**src/design/circular_ring_with_cursor_assert.svh**
```systemverilog
// ----------------------------------------------------------------------------
// Assertion macros for the round-robin ring
// Shared property forms, clocked on clock and disabled during reset.
// ----------------------------------------------------------------------------
`ifndef CIRCULAR_RING_WITH_CURSOR_ASSERT_SVH
`define CIRCULAR_RING_WITH_CURSOR_ASSERT_SVH

// The consequent must hold in the same cycle as the antecedent.
`define CRWC_ASSERT_IMPLIES(name, ante, cons) \
   name: assert property (@(posedge clock) disable iff (reset) (ante) |-> (cons)) \
      else $error("Ring invariant violated in the same cycle.");

// The consequent must hold in the cycle after the antecedent.
`define CRWC_ASSERT_NEXT(name, ante, cons) \
   name: assert property (@(posedge clock) disable iff (reset) (ante) |=> (cons)) \
      else $error("Ring invariant violated in the following cycle.");

`endif

```
**src/design/crwc_pkg.sv**
```systemverilog
// ----------------------------------------------------------------------------
// Round-robin ring package
// Widths, command and status codes, and the controller/datapath interface.
// ----------------------------------------------------------------------------
package crwc_pkg;

   // Entry index width is a package constant; every index is an entry.
   localparam int NODE_W  = 4;
   localparam int ENTRIES = 1 << NODE_W;

   typedef enum logic [1:0] {
      CMD_ADD         = 2'd0,
      CMD_ADVANCE     = 2'd1,
      CMD_REMOVE_CUR  = 2'd2,
      CMD_REMOVE_NODE = 2'd3
   } cmd_type;

   typedef enum logic [1:0] {
      STATUS_DONE     = 2'd0,
      STATUS_EMPTY    = 2'd1,
      STATUS_CONFLICT = 2'd2
   } status_type;

   // Commands from the controller to the datapath.
   typedef struct packed {
      logic accept;
      logic exec;
      logic link;
      logic load;
   } ctl_cmd_type;

   // Status from the datapath to the controller.
   typedef struct packed {
      logic need_link;
      logic rsp_free;
   } dp_status_type;

endpackage

```
**src/design/crwc_ctrl.sv**
```systemverilog
// ----------------------------------------------------------------------------
// Round-robin ring controller
// Sequences one command through read, execute, optional link and load steps.
// ----------------------------------------------------------------------------
module crwc_ctrl
   import crwc_pkg::*;
(
   input  logic          clock,
   input  logic          reset,
   input  logic          req_valid,
   output logic          req_stall,
   input  dp_status_type dp_stat,
   output ctl_cmd_type   ctl
);

   typedef enum logic [1:0] {
      S_IDLE,
      S_EXEC,
      S_LINK,
      S_LOAD
   } state_type;

   state_type state_ff;

   // A new command is taken only when no earlier one is still in flight.
   assign req_stall  = (state_ff != S_IDLE);
   assign ctl.accept = req_valid && (state_ff == S_IDLE);
   assign ctl.exec   = (state_ff == S_EXEC);
   assign ctl.link   = (state_ff == S_LINK);
   assign ctl.load   = (state_ff == S_LOAD) && dp_stat.rsp_free;

   // State register.
   always_ff @(posedge clock) begin
      if (reset) begin
         state_ff <= S_IDLE;
      end else begin
         unique case (state_ff)
            S_IDLE: begin
               if (req_valid) state_ff <= S_EXEC;
            end
            S_EXEC: begin
               state_ff <= dp_stat.need_link ? S_LINK : S_LOAD;
            end
            S_LINK: begin
               state_ff <= S_LOAD;
            end
            S_LOAD: begin
               if (dp_stat.rsp_free) state_ff <= S_IDLE;
            end
            default: begin
               state_ff <= S_IDLE;
            end
         endcase
      end
   end

endmodule

```
**src/design/crwc_datapath.sv**
```systemverilog
// ----------------------------------------------------------------------------
// Round-robin ring datapath
// Link tables, membership bits, cursor, and the result register.
// ----------------------------------------------------------------------------
`include "circular_ring_with_cursor_assert.svh"

module crwc_datapath
   import crwc_pkg::*;
(
   input  logic                clock,
   input  logic                reset,
   input  ctl_cmd_type         ctl,
   output dp_status_type       dp_stat,
   input  logic [1:0]          req_cmd,
   input  logic [NODE_W-1:0]   req_node_index,
   output logic                rsp_valid,
   input  logic                rsp_stall,
   output logic [1:0]          rsp_status,
   output logic                rsp_returned_valid,
   output logic [NODE_W-1:0]   rsp_returned_node,
   output logic [NODE_W-1:0]   rsp_cursor_after,
   output logic                rsp_ring_is_empty
);

   // Link tables: one write and one registered read per cycle each.
   logic [NODE_W-1:0] succ_mem [ENTRIES];
   logic [NODE_W-1:0] pred_mem [ENTRIES];

   logic [ENTRIES-1:0] member_ff;
   logic [NODE_W-1:0]  cursor_ff;
   logic               empty_ff;

   cmd_type            cmd_ff;
   logic [NODE_W-1:0]  node_ff;
   logic [NODE_W-1:0]  succ_rd_ff;
   logic [NODE_W-1:0]  pred_rd_ff;
   logic [NODE_W-1:0]  link_p_ff;

   status_type         pend_status_ff;
   logic               pend_rvalid_ff;
   logic [NODE_W-1:0]  pend_rnode_ff;

   logic               rsp_valid_ff;
   status_type         rsp_status_ff;
   logic               rsp_rvalid_ff;
   logic [NODE_W-1:0]  rsp_rnode_ff;
   logic [NODE_W-1:0]  rsp_cursor_ff;
   logic               rsp_empty_ff;

   logic [NODE_W-1:0]  rd_addr;
   logic               is_current;
   logic               sole_member;

   status_type         ex_status;
   logic               ex_rvalid;
   logic [NODE_W-1:0]  ex_rnode;
   logic               ex_sw_en;
   logic [NODE_W-1:0]  ex_sw_addr;
   logic [NODE_W-1:0]  ex_sw_data;
   logic               ex_pw_en;
   logic [NODE_W-1:0]  ex_pw_addr;
   logic [NODE_W-1:0]  ex_pw_data;
   logic               ex_mem_set;
   logic               ex_mem_clr;
   logic [NODE_W-1:0]  ex_mem_addr;
   logic               ex_cursor_wr;
   logic [NODE_W-1:0]  ex_cursor_in;
   logic               ex_empty_wr;
   logic               ex_empty_in;
   logic               ex_need_link;

   logic               sw_en;
   logic [NODE_W-1:0]  sw_addr;
   logic [NODE_W-1:0]  sw_data;
   logic               pw_en;
   logic [NODE_W-1:0]  pw_addr;
   logic [NODE_W-1:0]  pw_data;

   // Named removes look up the named entry; everything else the cursor.
   assign rd_addr = (cmd_type'(req_cmd) == CMD_REMOVE_NODE) ? req_node_index : cursor_ff;

   // Capture the command and read the links of the entry it concerns.
   always_ff @(posedge clock) begin
      if (ctl.accept) begin
         cmd_ff     <= cmd_type'(req_cmd);
         node_ff    <= req_node_index;
         succ_rd_ff <= succ_mem[rd_addr];
         pred_rd_ff <= pred_mem[rd_addr];
      end
   end

   assign is_current  = (cmd_ff == CMD_REMOVE_CUR) ||
                        ((cmd_ff == CMD_REMOVE_NODE) && (node_ff == cursor_ff));
   assign sole_member = (succ_rd_ff == cursor_ff);

   // Execute step: decide the result and the table updates.
   always_comb begin
      ex_status    = STATUS_DONE;
      ex_rvalid    = 1'b0;
      ex_rnode     = '0;
      ex_sw_en     = 1'b0;
      ex_sw_addr   = node_ff;
      ex_sw_data   = node_ff;
      ex_pw_en     = 1'b0;
      ex_pw_addr   = node_ff;
      ex_pw_data   = node_ff;
      ex_mem_set   = 1'b0;
      ex_mem_clr   = 1'b0;
      ex_mem_addr  = node_ff;
      ex_cursor_wr = 1'b0;
      ex_cursor_in = cursor_ff;
      ex_empty_wr  = 1'b0;
      ex_empty_in  = empty_ff;
      ex_need_link = 1'b0;
      if (cmd_ff == CMD_ADD) begin
         if (member_ff[node_ff]) begin
            ex_status = STATUS_CONFLICT;
         end else if (empty_ff) begin
            // First member links to itself and becomes the cursor.
            ex_sw_en     = 1'b1;
            ex_pw_en     = 1'b1;
            ex_mem_set   = 1'b1;
            ex_cursor_wr = 1'b1;
            ex_cursor_in = node_ff;
            ex_empty_wr  = 1'b1;
            ex_empty_in  = 1'b0;
         end else begin
            // New entry points at the cursor and its old predecessor.
            ex_sw_en     = 1'b1;
            ex_sw_data   = cursor_ff;
            ex_pw_en     = 1'b1;
            ex_pw_data   = pred_rd_ff;
            ex_mem_set   = 1'b1;
            ex_need_link = 1'b1;
         end
      end else if (empty_ff) begin
         ex_status = STATUS_EMPTY;
      end else if (cmd_ff == CMD_ADVANCE) begin
         ex_cursor_wr = 1'b1;
         ex_cursor_in = succ_rd_ff;
         ex_rvalid    = 1'b1;
         ex_rnode     = succ_rd_ff;
      end else if (is_current) begin
         ex_rvalid    = 1'b1;
         ex_rnode     = cursor_ff;
         ex_mem_clr   = 1'b1;
         ex_mem_addr  = cursor_ff;
         ex_cursor_wr = 1'b1;
         if (sole_member) begin
            ex_cursor_in = '0;
            ex_empty_wr  = 1'b1;
            ex_empty_in  = 1'b1;
         end else begin
            ex_cursor_in = pred_rd_ff;
            ex_sw_en     = 1'b1;
            ex_sw_addr   = pred_rd_ff;
            ex_sw_data   = succ_rd_ff;
            ex_pw_en     = 1'b1;
            ex_pw_addr   = succ_rd_ff;
            ex_pw_data   = pred_rd_ff;
         end
      end else if (!member_ff[node_ff]) begin
         ex_status = STATUS_CONFLICT;
      end else begin
         ex_rvalid  = 1'b1;
         ex_rnode   = node_ff;
         ex_mem_clr = 1'b1;
         ex_sw_en   = 1'b1;
         ex_sw_addr = pred_rd_ff;
         ex_sw_data = succ_rd_ff;
         ex_pw_en   = 1'b1;
         ex_pw_addr = succ_rd_ff;
         ex_pw_data = pred_rd_ff;
      end
   end

   assign dp_stat.need_link = ex_need_link;
   assign dp_stat.rsp_free  = !rsp_valid_ff || !rsp_stall;

   // Table write port selection: the link step closes the ring around a new entry.
   always_comb begin
      sw_en   = 1'b0;
      sw_addr = ex_sw_addr;
      sw_data = ex_sw_data;
      pw_en   = 1'b0;
      pw_addr = ex_pw_addr;
      pw_data = ex_pw_data;
      if (ctl.link) begin
         sw_en   = 1'b1;
         sw_addr = link_p_ff;
         sw_data = node_ff;
         pw_en   = 1'b1;
         pw_addr = cursor_ff;
         pw_data = node_ff;
      end else if (ctl.exec) begin
         sw_en = ex_sw_en;
         pw_en = ex_pw_en;
      end
   end

   // Link table writes.
   always_ff @(posedge clock) begin
      if (sw_en) succ_mem[sw_addr] <= sw_data;
      if (pw_en) pred_mem[pw_addr] <= pw_data;
   end

   // Ring control state.
   always_ff @(posedge clock) begin
      if (reset) begin
         member_ff <= '0;
         cursor_ff <= '0;
         empty_ff  <= 1'b1;
      end else if (ctl.exec) begin
         if (ex_mem_set) member_ff[ex_mem_addr] <= 1'b1;
         if (ex_mem_clr) member_ff[ex_mem_addr] <= 1'b0;
         if (ex_cursor_wr) cursor_ff <= ex_cursor_in;
         if (ex_empty_wr) empty_ff <= ex_empty_in;
      end
   end

   // Pending result and the predecessor kept for the link step.
   always_ff @(posedge clock) begin
      if (ctl.exec) begin
         pend_status_ff <= ex_status;
         pend_rvalid_ff <= ex_rvalid;
         pend_rnode_ff  <= ex_rnode;
         link_p_ff      <= pred_rd_ff;
      end
   end

   // Result register: holds a transfer until the receiver takes it.
   always_ff @(posedge clock) begin
      if (reset) begin
         rsp_valid_ff <= 1'b0;
      end else if (ctl.load) begin
         rsp_valid_ff <= 1'b1;
      end else if (!rsp_stall) begin
         rsp_valid_ff <= 1'b0;
      end
   end

   always_ff @(posedge clock) begin
      if (ctl.load) begin
         rsp_status_ff <= pend_status_ff;
         rsp_rvalid_ff <= pend_rvalid_ff;
         rsp_rnode_ff  <= pend_rnode_ff;
         rsp_cursor_ff <= empty_ff ? '0 : cursor_ff;
         rsp_empty_ff  <= empty_ff;
      end
   end

   assign rsp_valid          = rsp_valid_ff;
   assign rsp_status         = rsp_status_ff;
   assign rsp_returned_valid = rsp_rvalid_ff;
   assign rsp_returned_node  = rsp_rnode_ff;
   assign rsp_cursor_after   = rsp_cursor_ff;
   assign rsp_ring_is_empty  = rsp_empty_ff;

   // An empty ring has no members, and a non-empty ring's cursor is a member.
   `CRWC_ASSERT_IMPLIES(a_empty_no_members, empty_ff, member_ff == '0)
   `CRWC_ASSERT_IMPLIES(a_cursor_is_member, !empty_ff, member_ff[cursor_ff])
   // A successful add leaves the entry marked as a member.
   `CRWC_ASSERT_NEXT(a_add_sets_member, ctl.exec && ex_mem_set, member_ff[node_ff])
   // An add into a non-empty ring is always followed by the link step.
   `CRWC_ASSERT_NEXT(a_link_after_add, ctl.exec && ex_need_link, ctl.link)

endmodule

```
**src/design/circular_ring_with_cursor.sv**
```systemverilog
// ----------------------------------------------------------------------------
// Round-robin ring with cursor
// Top level: controller and datapath for a linked ring of entry indices.
// ----------------------------------------------------------------------------
// A command is taken when req_valid is high and req_stall is low, and yields
// exactly one result transfer on the rsp_ channel. Each command passes
// through accept with table read, execute and load steps, and the result is
// registered in the load step; an add into a non-empty ring adds a link step
// between execute and load, because it writes two extra links. The steps are
// set by the link tables, which have one write port and one registered read
// port each. A finished result waits in the output register while the next
// command is accepted; that next command then holds in its load step until
// the result is taken. No clearing pass is needed after reset: membership
// bits are cleared at once and only member links are ever used.
module circular_ring_with_cursor
   import crwc_pkg::*;
(
   input  logic              clock,
   input  logic              reset,
   input  logic              req_valid,
   output logic              req_stall,
   input  logic [1:0]        req_cmd,
   input  logic [NODE_W-1:0] req_node_index,
   output logic              rsp_valid,
   input  logic              rsp_stall,
   output logic [1:0]        rsp_status,
   output logic              rsp_returned_valid,
   output logic [NODE_W-1:0] rsp_returned_node,
   output logic [NODE_W-1:0] rsp_cursor_after,
   output logic              rsp_ring_is_empty
);

   ctl_cmd_type   ctl;
   dp_status_type dp_stat;

   // Command sequencer.
   crwc_ctrl u_ctrl (
      .clock     (clock),
      .reset     (reset),
      .req_valid (req_valid),
      .req_stall (req_stall),
      .dp_stat   (dp_stat),
      .ctl       (ctl)
   );

   // Tables, ring state and result register.
   crwc_datapath u_datapath (
      .clock              (clock),
      .reset              (reset),
      .ctl                (ctl),
      .dp_stat            (dp_stat),
      .req_cmd            (req_cmd),
      .req_node_index     (req_node_index),
      .rsp_valid          (rsp_valid),
      .rsp_stall          (rsp_stall),
      .rsp_status         (rsp_status),
      .rsp_returned_valid (rsp_returned_valid),
      .rsp_returned_node  (rsp_returned_node),
      .rsp_cursor_after   (rsp_cursor_after),
      .rsp_ring_is_empty  (rsp_ring_is_empty)
   );

endmodule
```
**config.mk**
```make
export PLATFORM = sky130hd
export DESIGN_NAME = circular_ring_with_cursor
export DESIGN_NICKNAME = d
export VERILOG_FILES = /design/src/design/crwc_pkg.sv /design/src/design/crwc_ctrl.sv /design/src/design/crwc_datapath.sv /design/src/design/circular_ring_with_cursor.sv
export VERILOG_INCLUDE_DIRS = /design/src /design/src/design
export SDC_FILE = /design/constraint.sdc
export NUM_CORES = 1
export LEC_CHECK = 0
export ABC_CLOCK_PERIOD_IN_PS = 3500
export BUFFER_PORTS_ARGS = -buffer_cell sky130_fd_sc_hd__buf_2
export CORE_MARGIN = 8
export CORE_UTILIZATION = 45
export DETAILED_ROUTE_END_ITERATION = 10
export PLACE_DENSITY = 0.72
export SLEW_MARGIN = 20
export SYNTH_ARGS = -nofsm -noshare
export SYNTH_HDL_FRONTEND = slang
export SYNTH_HIERARCHICAL = 1
export SYNTH_SLANG_ARGS = --single-unit
```
**constraint.sdc**
```tcl
create_clock -name clock -period 3.5 [get_ports clock]
set_clock_uncertainty 0.2 [all_clocks]
set_input_delay 0.525 -clock clock [delete_from_list [all_inputs] [get_ports clock]]
set_output_delay 0.525 -clock clock [all_outputs]
set_load 0.005 [all_outputs]
```
== Yosys cells after proc, flatten, opt, wreduce, memory -nomap -nowiden ==
Memories as Yosys holds them, arrays and structs flattened. A register that Yosys moved wholly into a read port is not among the register bits.
Cells that the tools add are included.
Widths: inputs -> output; s select.
Word-level totals
  bits in registers: 53
  RAM bits: 128
  bits of input ports: 10
  output and inout port bits: 14
  word-level logic and storage cells: 144
  memories: 2
Cells by class
  order comparisons: 3
  equal/unequal tests: 14
  multiplexer cells: 90
  bitwise gates (word level): 3
  reduce and logical (&&, ||, !) cells: 16
Memory list
  u_datapath.pred_mem: words 16, width 4, rd ports 1, clocked after memory_dff 1, wr ports 1, RTL line crwc_datapath.sv:27  | logic [NODE_W-1:0] pred_mem [ENTRIES];
  u_datapath.succ_mem: words 16, width 4, rd ports 1, clocked after memory_dff 1, wr ports 1, RTL line crwc_datapath.sv:26  | logic [NODE_W-1:0] succ_mem [ENTRIES];
Operators by type and width (number)
  $mux 4: 36
  $mux 16: 4
  $mux 1: 39
  $and 16x16->16: 1
  $mux 2: 8
  $not 16->16: 1
  $or 16x16->16: 1
  $eq 2x2->1 const B: 5
  $lt 4x5->1 const B: 2
  $eq 4x4->1: 2
  $pmux 2 s4: 1
  $ne 2x2->1 const B: 3
  $reduce_and 5->1: 1
  $bmux 1 s4: 1
  $demux 1 s4: 1
  $eq 2x1->1 const B: 2
  $ge 4x1->1 const B: 1
  $logic_and 1x1->1: 4
  $logic_not 2->1: 2
  $ne 2x1->1 const B: 2
  $reduce_and 3->1: 1
  $reduce_bool 3->1: 1
  $logic_not 1->1: 2
  $logic_or 1x1->1: 2
  3 further kinds: 3

== Longest topological paths before layout ==
  depth after elaboration: 17
  depth in mapped cells: 10
  gate-level depth less buffers: 8

== By module ==
Netlist, hierarchy kept.
By module, submodules not included
  crwc_datapath: instances 1, cells an instance 575, area each 8334.2 µm²
  crwc_ctrl: instances 1, cells an instance 22, area each 202.7 µm²

== Least setup slack after synthesis ==
No wires, ideal clock.
  path type: register to register
  start: register u_datapath.node_ff[0]
  end: memory u_datapath.succ_mem[0][0] (data pin)
  setup time: 0.352 ns
  arrival time: 2.857 ns
  setup slack: 0.091 ns
  stages on the path, launching flop included: 8
  buffers on the path: 1
  period minus slack after synthesis: 3.409 ns
  cells stage by stage: edfxtp_1 buf_2 mux4_2 mux4_2 o211ai_2 or3_1 nor2_1 a311oi_1
Between the ends
  cells in the longest elaborated chain, start to end: 8
  elaborated cells on any way between the ends: 14
  those cells by class: eq/ne: 1; mux: 11; reduce/logical: 2
RTL lines
  start: declaration: RTL line crwc_datapath.sv:34  | logic [NODE_W-1:0] node_ff;
  start signal: assignment: RTL line crwc_datapath.sv:86  | node_ff <= req_node_index;
  $bmux 1 s4 / $eq 4x4->1 (equally long branches): RTL line crwc_datapath.sv:116, crwc_datapath.sv:162, crwc_datapath.sv:93
  $mux 1 (implied by the code) / $logic_and 1x1->1 (equally long branches): RTL line crwc_datapath.sv:116, crwc_datapath.sv:162, crwc_datapath.sv:93
  $mux 4 / $logic_or 1x1->1 (equally long branches): RTL line crwc_datapath.sv:162, crwc_datapath.sv:92
  $mux 4: RTL line crwc_datapath.sv:143  | end else if (is_current) begin
  $mux 4: RTL line crwc_datapath.sv:138  | end else if (cmd_ff == CMD_ADVANCE) begin
  $mux 4: RTL line crwc_datapath.sv:136  | end else if (empty_ff) begin
  $mux 4: RTL line crwc_datapath.sv:115  | if (cmd_ff == CMD_ADD) begin
  $mux 4 (*): RTL line crwc_datapath.sv:188  | if (ctl.link) begin
  via u_datapath.sw_data[0]: RTL line crwc_datapath.sv:74  | logic [NODE_W-1:0] sw_data;
  end: declaration: RTL line crwc_datapath.sv:26
The timed path passes the listed nets; every way through them passes the cells marked *. The select of a mux whose other input is x is not followed.

== Final worst setup path ==
  start: register u_datapath.node_ff[0]
  end: memory u_datapath.pred_mem[3][0] (data pin)
Between the ends
  cells in the longest elaborated chain, start to end: 8
  elaborated cells on any way between the ends: 14
  those cells by class: eq/ne: 1; mux: 11; reduce/logical: 2
RTL lines
  $bmux 1 s4 / $eq 4x4->1 (equally long branches): RTL line crwc_datapath.sv:116, crwc_datapath.sv:162, crwc_datapath.sv:93
  $mux 1 (implied by the code) / $logic_and 1x1->1 (equally long branches): RTL line crwc_datapath.sv:116, crwc_datapath.sv:162, crwc_datapath.sv:93
  $mux 4 / $logic_or 1x1->1 (equally long branches): RTL line crwc_datapath.sv:162, crwc_datapath.sv:92
  $mux 4: RTL line crwc_datapath.sv:143
  $mux 4: RTL line crwc_datapath.sv:138
  $mux 4: RTL line crwc_datapath.sv:136
  $mux 4: RTL line crwc_datapath.sv:115
  $mux 4 (*): RTL line crwc_datapath.sv:188
  via u_datapath.pw_data[0]: RTL line crwc_datapath.sv:77  | logic [NODE_W-1:0] pw_data;
  end: declaration: RTL line crwc_datapath.sv:27
Marked as above.

==> results <==
- The count of clock tree sinks is between 150 and 200.
- The worst slack on hold paths is 0.0848 ns.
- The number of global-route vias before repair is 5,457.
- The floorplan has 50 rows.
- Summed over all layers, the routed wires come to 19.4 mm.
- The finished layout cell area is just under 10,000 um^2.
- The pin count of the biggest net entering global routing is 33.
- By area the synthesized netlist is led by sky130_fd_sc_hd__edfxtp_1, sky130_fd_sc_hd__mux4_2, sky130_fd_sc_hd__dfxtp_1.
- The total negative slack for setup checks is 0 ns.
- The min-delay analysis places its worst path in the category primary input to flip-flop.
- The CTS root buffer is sky130_fd_sc_hd__clkbuf_16.
- The number of nets in the synthesized netlist is roughly 610.
- The worst setup path is launched from a flip-flop.
- The yosys synthesis warning count is 6.
- The die is ~150 um tall.
- After synthesis, the netlist uses 66 different library cells.
- After floorplanning, the core was sized to cover 18,600 um^2.
- The static leakage is approximately 0.0033 uW.
- Walking the worst path, the cells encountered are mux4_2, mux4_2, o211ai_4, or3_1, o31a_1, mux2_1, buf_4.
- Setup slack on the worst reg-to-reg path comes out at approximately 0.076 ns.
- The post-route clock period utilization is 97.8%.
- The tool flagged a number of max-cap violations equal to 0.
- Among all flip-flop cells after synthesis, the most frequent one is sky130_fd_sc_hd__edfxtp_1.
- The flow ran to the end, and the final reports show no timing, DRC or antenna violations.
- STA puts the critical path data arrival time at 3.39 ns.
- The area growth from synthesis to layout is 16.5%.
- The maximum cell stage delay along the critical path is 0.56 ns.
- For this block, wires on met1 add up to just over 8 mm.
- The clock transition at the registers of the reported paths is 0.07 ns.
- For this run the aggregate overflow at the end of global routing stands at 0.
- The slew at the pin with the worst max-slew slack is approximately 0.70 ns.
- The average routed wire per standard cell is 21.7 um.
- The met3 layer wire length in the routed design is around 1.4 mm.
- The cell type contributing the most total cell area after synthesis is sky130_fd_sc_hd__edfxtp_1.
- The data required time of the worst path is between 3 and 4 ns.
- The die covers approximately 24,000 um^2.
- The initial antenna violation count came to 0.
- Clock latency on the worst-skew pair, taken at its later pin, is between 0.4 and 0.5 ns.
- The cell count after synthesis came out at around 600.
- The final RePlAce weighted congestion is roughly 0.95.
- The effective utilization at floorplan is 45.8%.
- Power spread over the standard cell area amounts to 675 nW/um^2.
- In the global route stage, overall resource usage came out at 16.6%.
- Using the TritonRoute via totals, the vias-per-cell ratio works out to approximately 6.1.
- The DRC marker count from the first detailed-route iteration is 591.
- Summing every instance area after synthesis gives 8540 um^2.
- In this run the number of H-tree levels came out at 4.
- The DRC violation count after routing is 0.
- For this run, the register share of the synthesized area comes to a little under two thirds.
- Across the VDD grid, the largest voltage drop is 0.363 mV.
- The top routing layer in use is met4.
- The count of nets left with antenna violations once routing finished came out at 0.
- Pin placement for this block handled 24 I/O pins.
- sky130_fd_sc_hd__edfxtp_1 is the most common cell in the netlist.
- The post-placement cell count is about 860.
- TritonCTS built the clock tree.
- The per-instance average area after synthesis is 14.3 um^2.
- The share of layout cells above drive strength 1 is between 30% and 40%.
- Headroom to the max-slew limit came out at 51.8%.
- The antenna diode count is 0.
- Setup repair after global routing could not meet its margin everywhere.
- The total placed instance area is around 9000 um^2.
- The number of hold-repair buffers added at the cts stage is 0.
- In the final design database the tool counted approximately 660 nets.
- The sum of net half-perimeters after detailed placement is 13.3 mm.
- The number of failing hold endpoints at the final stage is 0.
- The count of endpoints failing setup in the final report is 0.
- The count of input and output buffers is 23.
- The final count of pins violating max slew came to 0.
- The detailed-router iteration count before antenna repair is 7.
- The commonest cells after synthesis are sky130_fd_sc_hd__edfxtp_1, sky130_fd_sc_hd__nor2_1, sky130_fd_sc_hd__a21oi_1, sky130_fd_sc_hd__mux4_2, sky130_fd_sc_hd__nand2_1.
- Along the worst path, the maximum fanout reaches 16.
- The cell occurring most often along the worst timing path is sky130_fd_sc_hd__mux4_2.
- The via count of the routed design is approximately 5,500.
- For this run, the top clock speed supported by timing is between 0.2 and 0.3 GHz.
- The die is approximately 150 um wide.
- For this run, asynchronously set or reset flops after synthesis account for 0%.
- The path type of the worst setup path is flip-flop to flip-flop.
- Summed over all nets, wire length on met2 after detailed routing comes to approximately 9.4 mm.
- The number of standard cells in the layout, taps in and fillers out is between 800 and 900.
- The shortest clock period the worst path allows after layout is around 3.4 ns.
- STA classifies the critical path endpoint as a flip-flop.
- The CTS buffer count is 17.
- Counting flops and latches in the post-synthesis netlist gives 189.
- The slowest stage cell on the critical path is sky130_fd_sc_hd__mux4_2.
- The share of Yosys cell area claimed by the top area cell type is approximately three fifths.
- The wire length of the first global-routing pass is 30.7 mm.
- The clock passes through at most 2 buffers.
- The number of enable-type register cells in the synthesized netlist is 165.
[logic make-up (layout without fill, tap and decap cells)]
family / Yosys count / after routing / share of synthesized area [%]
DFF: 189 / 189 / 63.7
and+or+nand+nor: 147 / 147 / 8.37
AOI/OAI and AO/OA: 137 / 137 / 11.3
muxes: 61 / 61 / 12.8
buffers and inverters: 50 / 113 / 2.36
xor gates and xnor gates: 8 / 8 / 0.821
adders and majority gates: 5 / 5 / 0.733
[report_power, final]
part           switching, uW  total (uW)  internal (uW)
registers                135        3010           2880
logic                   1260        1910            650
clock network            862        1790            932
[routing by layer]
layer / track usage [%] / vias up
li1: - / 2454
met1: 21.6 / 2734
met2: 26.9 / 232
met3: 3.90 / 36
met4: 5.60 / 0
met5: 0 / -
[what timing repair did]
item / 4_1_cts / 5_1_grt
endpoints found under the hold margin: 0 / 0
pin swaps: 0 / 2
setup endpoints to repair: 72 / 144
resized for setup: 15 / 44
buffers inserted: 0 / 3
gates cloned: 0 / 0
[worst paths after layout]
| check | end | startpoint | cells after the start |
|---|---|---|---|
| max | u_datapath/pred_mem[3][0] | u_datapath/node_ff[0] | 7 |
| max reg2reg | u_datapath/pred_mem[3][0] | u_datapath/node_ff[0] | 7 |
| min | u_datapath/cmd_ff[1] | req_cmd[1] | 1 |
| min reg2reg | u_datapath/rsp_returned_node[1] | u_datapath/pend_rnode_ff[1] | 0 |
[through the flow]
stage,total power (uW),setup slack (ns),util (%)
floorplan,4130,0.0906,-
global placement,4730,0.0224,49.0
detailed placement,4780,-0.0724,49.0
CTS,6600,-0.0799,52.2
global route,7000,-0.0557,53.3
finish,6710,0.0763,53.3
[critical path: cells and delay by family (launching register included)]
family / cells / cell delay [ns]
simple gates: 1 / 0.23
buf+inv: 1 / 0.21
flops: 1 / 0.50
compound gates: 2 / 0.54
mux: 3 / 1.46
[placed cells by master, fill, tap and decap left out, types with 4 or more instances in the layout]
| cell type | count |
|---|---|
| sky130_fd_sc_hd__edfxtp_1 | 165 |
| sky130_fd_sc_hd__a21oi_1 | 46 |
| sky130_fd_sc_hd__buf_4 | 40 |
| sky130_fd_sc_hd__mux4_2 | 37 |
| sky130_fd_sc_hd__nand2_1 | 30 |
| sky130_fd_sc_hd__nor2_1 | 25 |
| sky130_fd_sc_hd__dfxtp_1 | 24 |
| sky130_fd_sc_hd__buf_2 | 23 |
| sky130_fd_sc_hd__nor2_2 | 22 |
| sky130_fd_sc_hd__clkbuf_16 | 17 |
| sky130_fd_sc_hd__inv_1 | 17 |
| sky130_fd_sc_hd__mux2i_1 | 16 |
| sky130_fd_sc_hd__a211oi_1 | 15 |
| sky130_fd_sc_hd__a311oi_1 | 14 |
| sky130_fd_sc_hd__nor2b_1 | 13 |
| sky130_fd_sc_hd__nor2_4 | 10 |
| sky130_fd_sc_hd__o21ai_1 | 9 |
| sky130_fd_sc_hd__nand3_1 | 9 |
| sky130_fd_sc_hd__o21ai_0 | 9 |
| sky130_fd_sc_hd__o311a_1 | 6 |
| sky130_fd_sc_hd__nand3_2 | 6 |
| sky130_fd_sc_hd__inv_6 | 5 |
| sky130_fd_sc_hd__ha_1 | 5 |
| sky130_fd_sc_hd__and2_1 | 4 |
| sky130_fd_sc_hd__xor2_1 | 4 |
| sky130_fd_sc_hd__xnor2_1 | 4 |
| sky130_fd_sc_hd__nor3_1 | 4 |
| sky130_fd_sc_hd__o31ai_1 | 4 |
[area by class of cell]
| class | instances | area [um^2] |
|---|---|---|
| repair buffers | 64 | 435 |
| clock inverters | 15 | 133 |
| clock buffers | 17 | 425 |
| multi-input cells | 358 | 3160 |
| well taps | 234 | 293 |
| inverters | 17 | 63.8 |
| fillers | 1497 | 8700 |
| flip-flops and latches | 189 | 5440 |
[flip-flops by register name (all words and copies together) (netlist names)]
name and cells:
u_datapath/empty_ff 1, u_datapath/cmd_ff 2, u_datapath/pred_mem 64, u_datapath/member_ff 16, u_datapath/rsp_cursor_after 4, u_datapath/succ_rd_ff 4, u_datapath/rsp_returned_node 4, u_datapath/rsp_valid 1
u_datapath/node_ff 4, u_ctrl/state_ff 2, u_datapath/pend_status_ff 2, u_datapath/pend_rnode_ff 4, u_datapath/rsp_status 2, u_datapath/rsp_ring_is_empty 1, u_datapath/rsp_returned_valid 1, u_datapath/succ_mem 64
u_datapath/cursor_ff 4, u_datapath/pred_rd_ff 4, u_datapath/pend_rvalid_ff 1, u_datapath/link_p_ff 4
No activity file was read; power rests on OpenSTA's default activity.
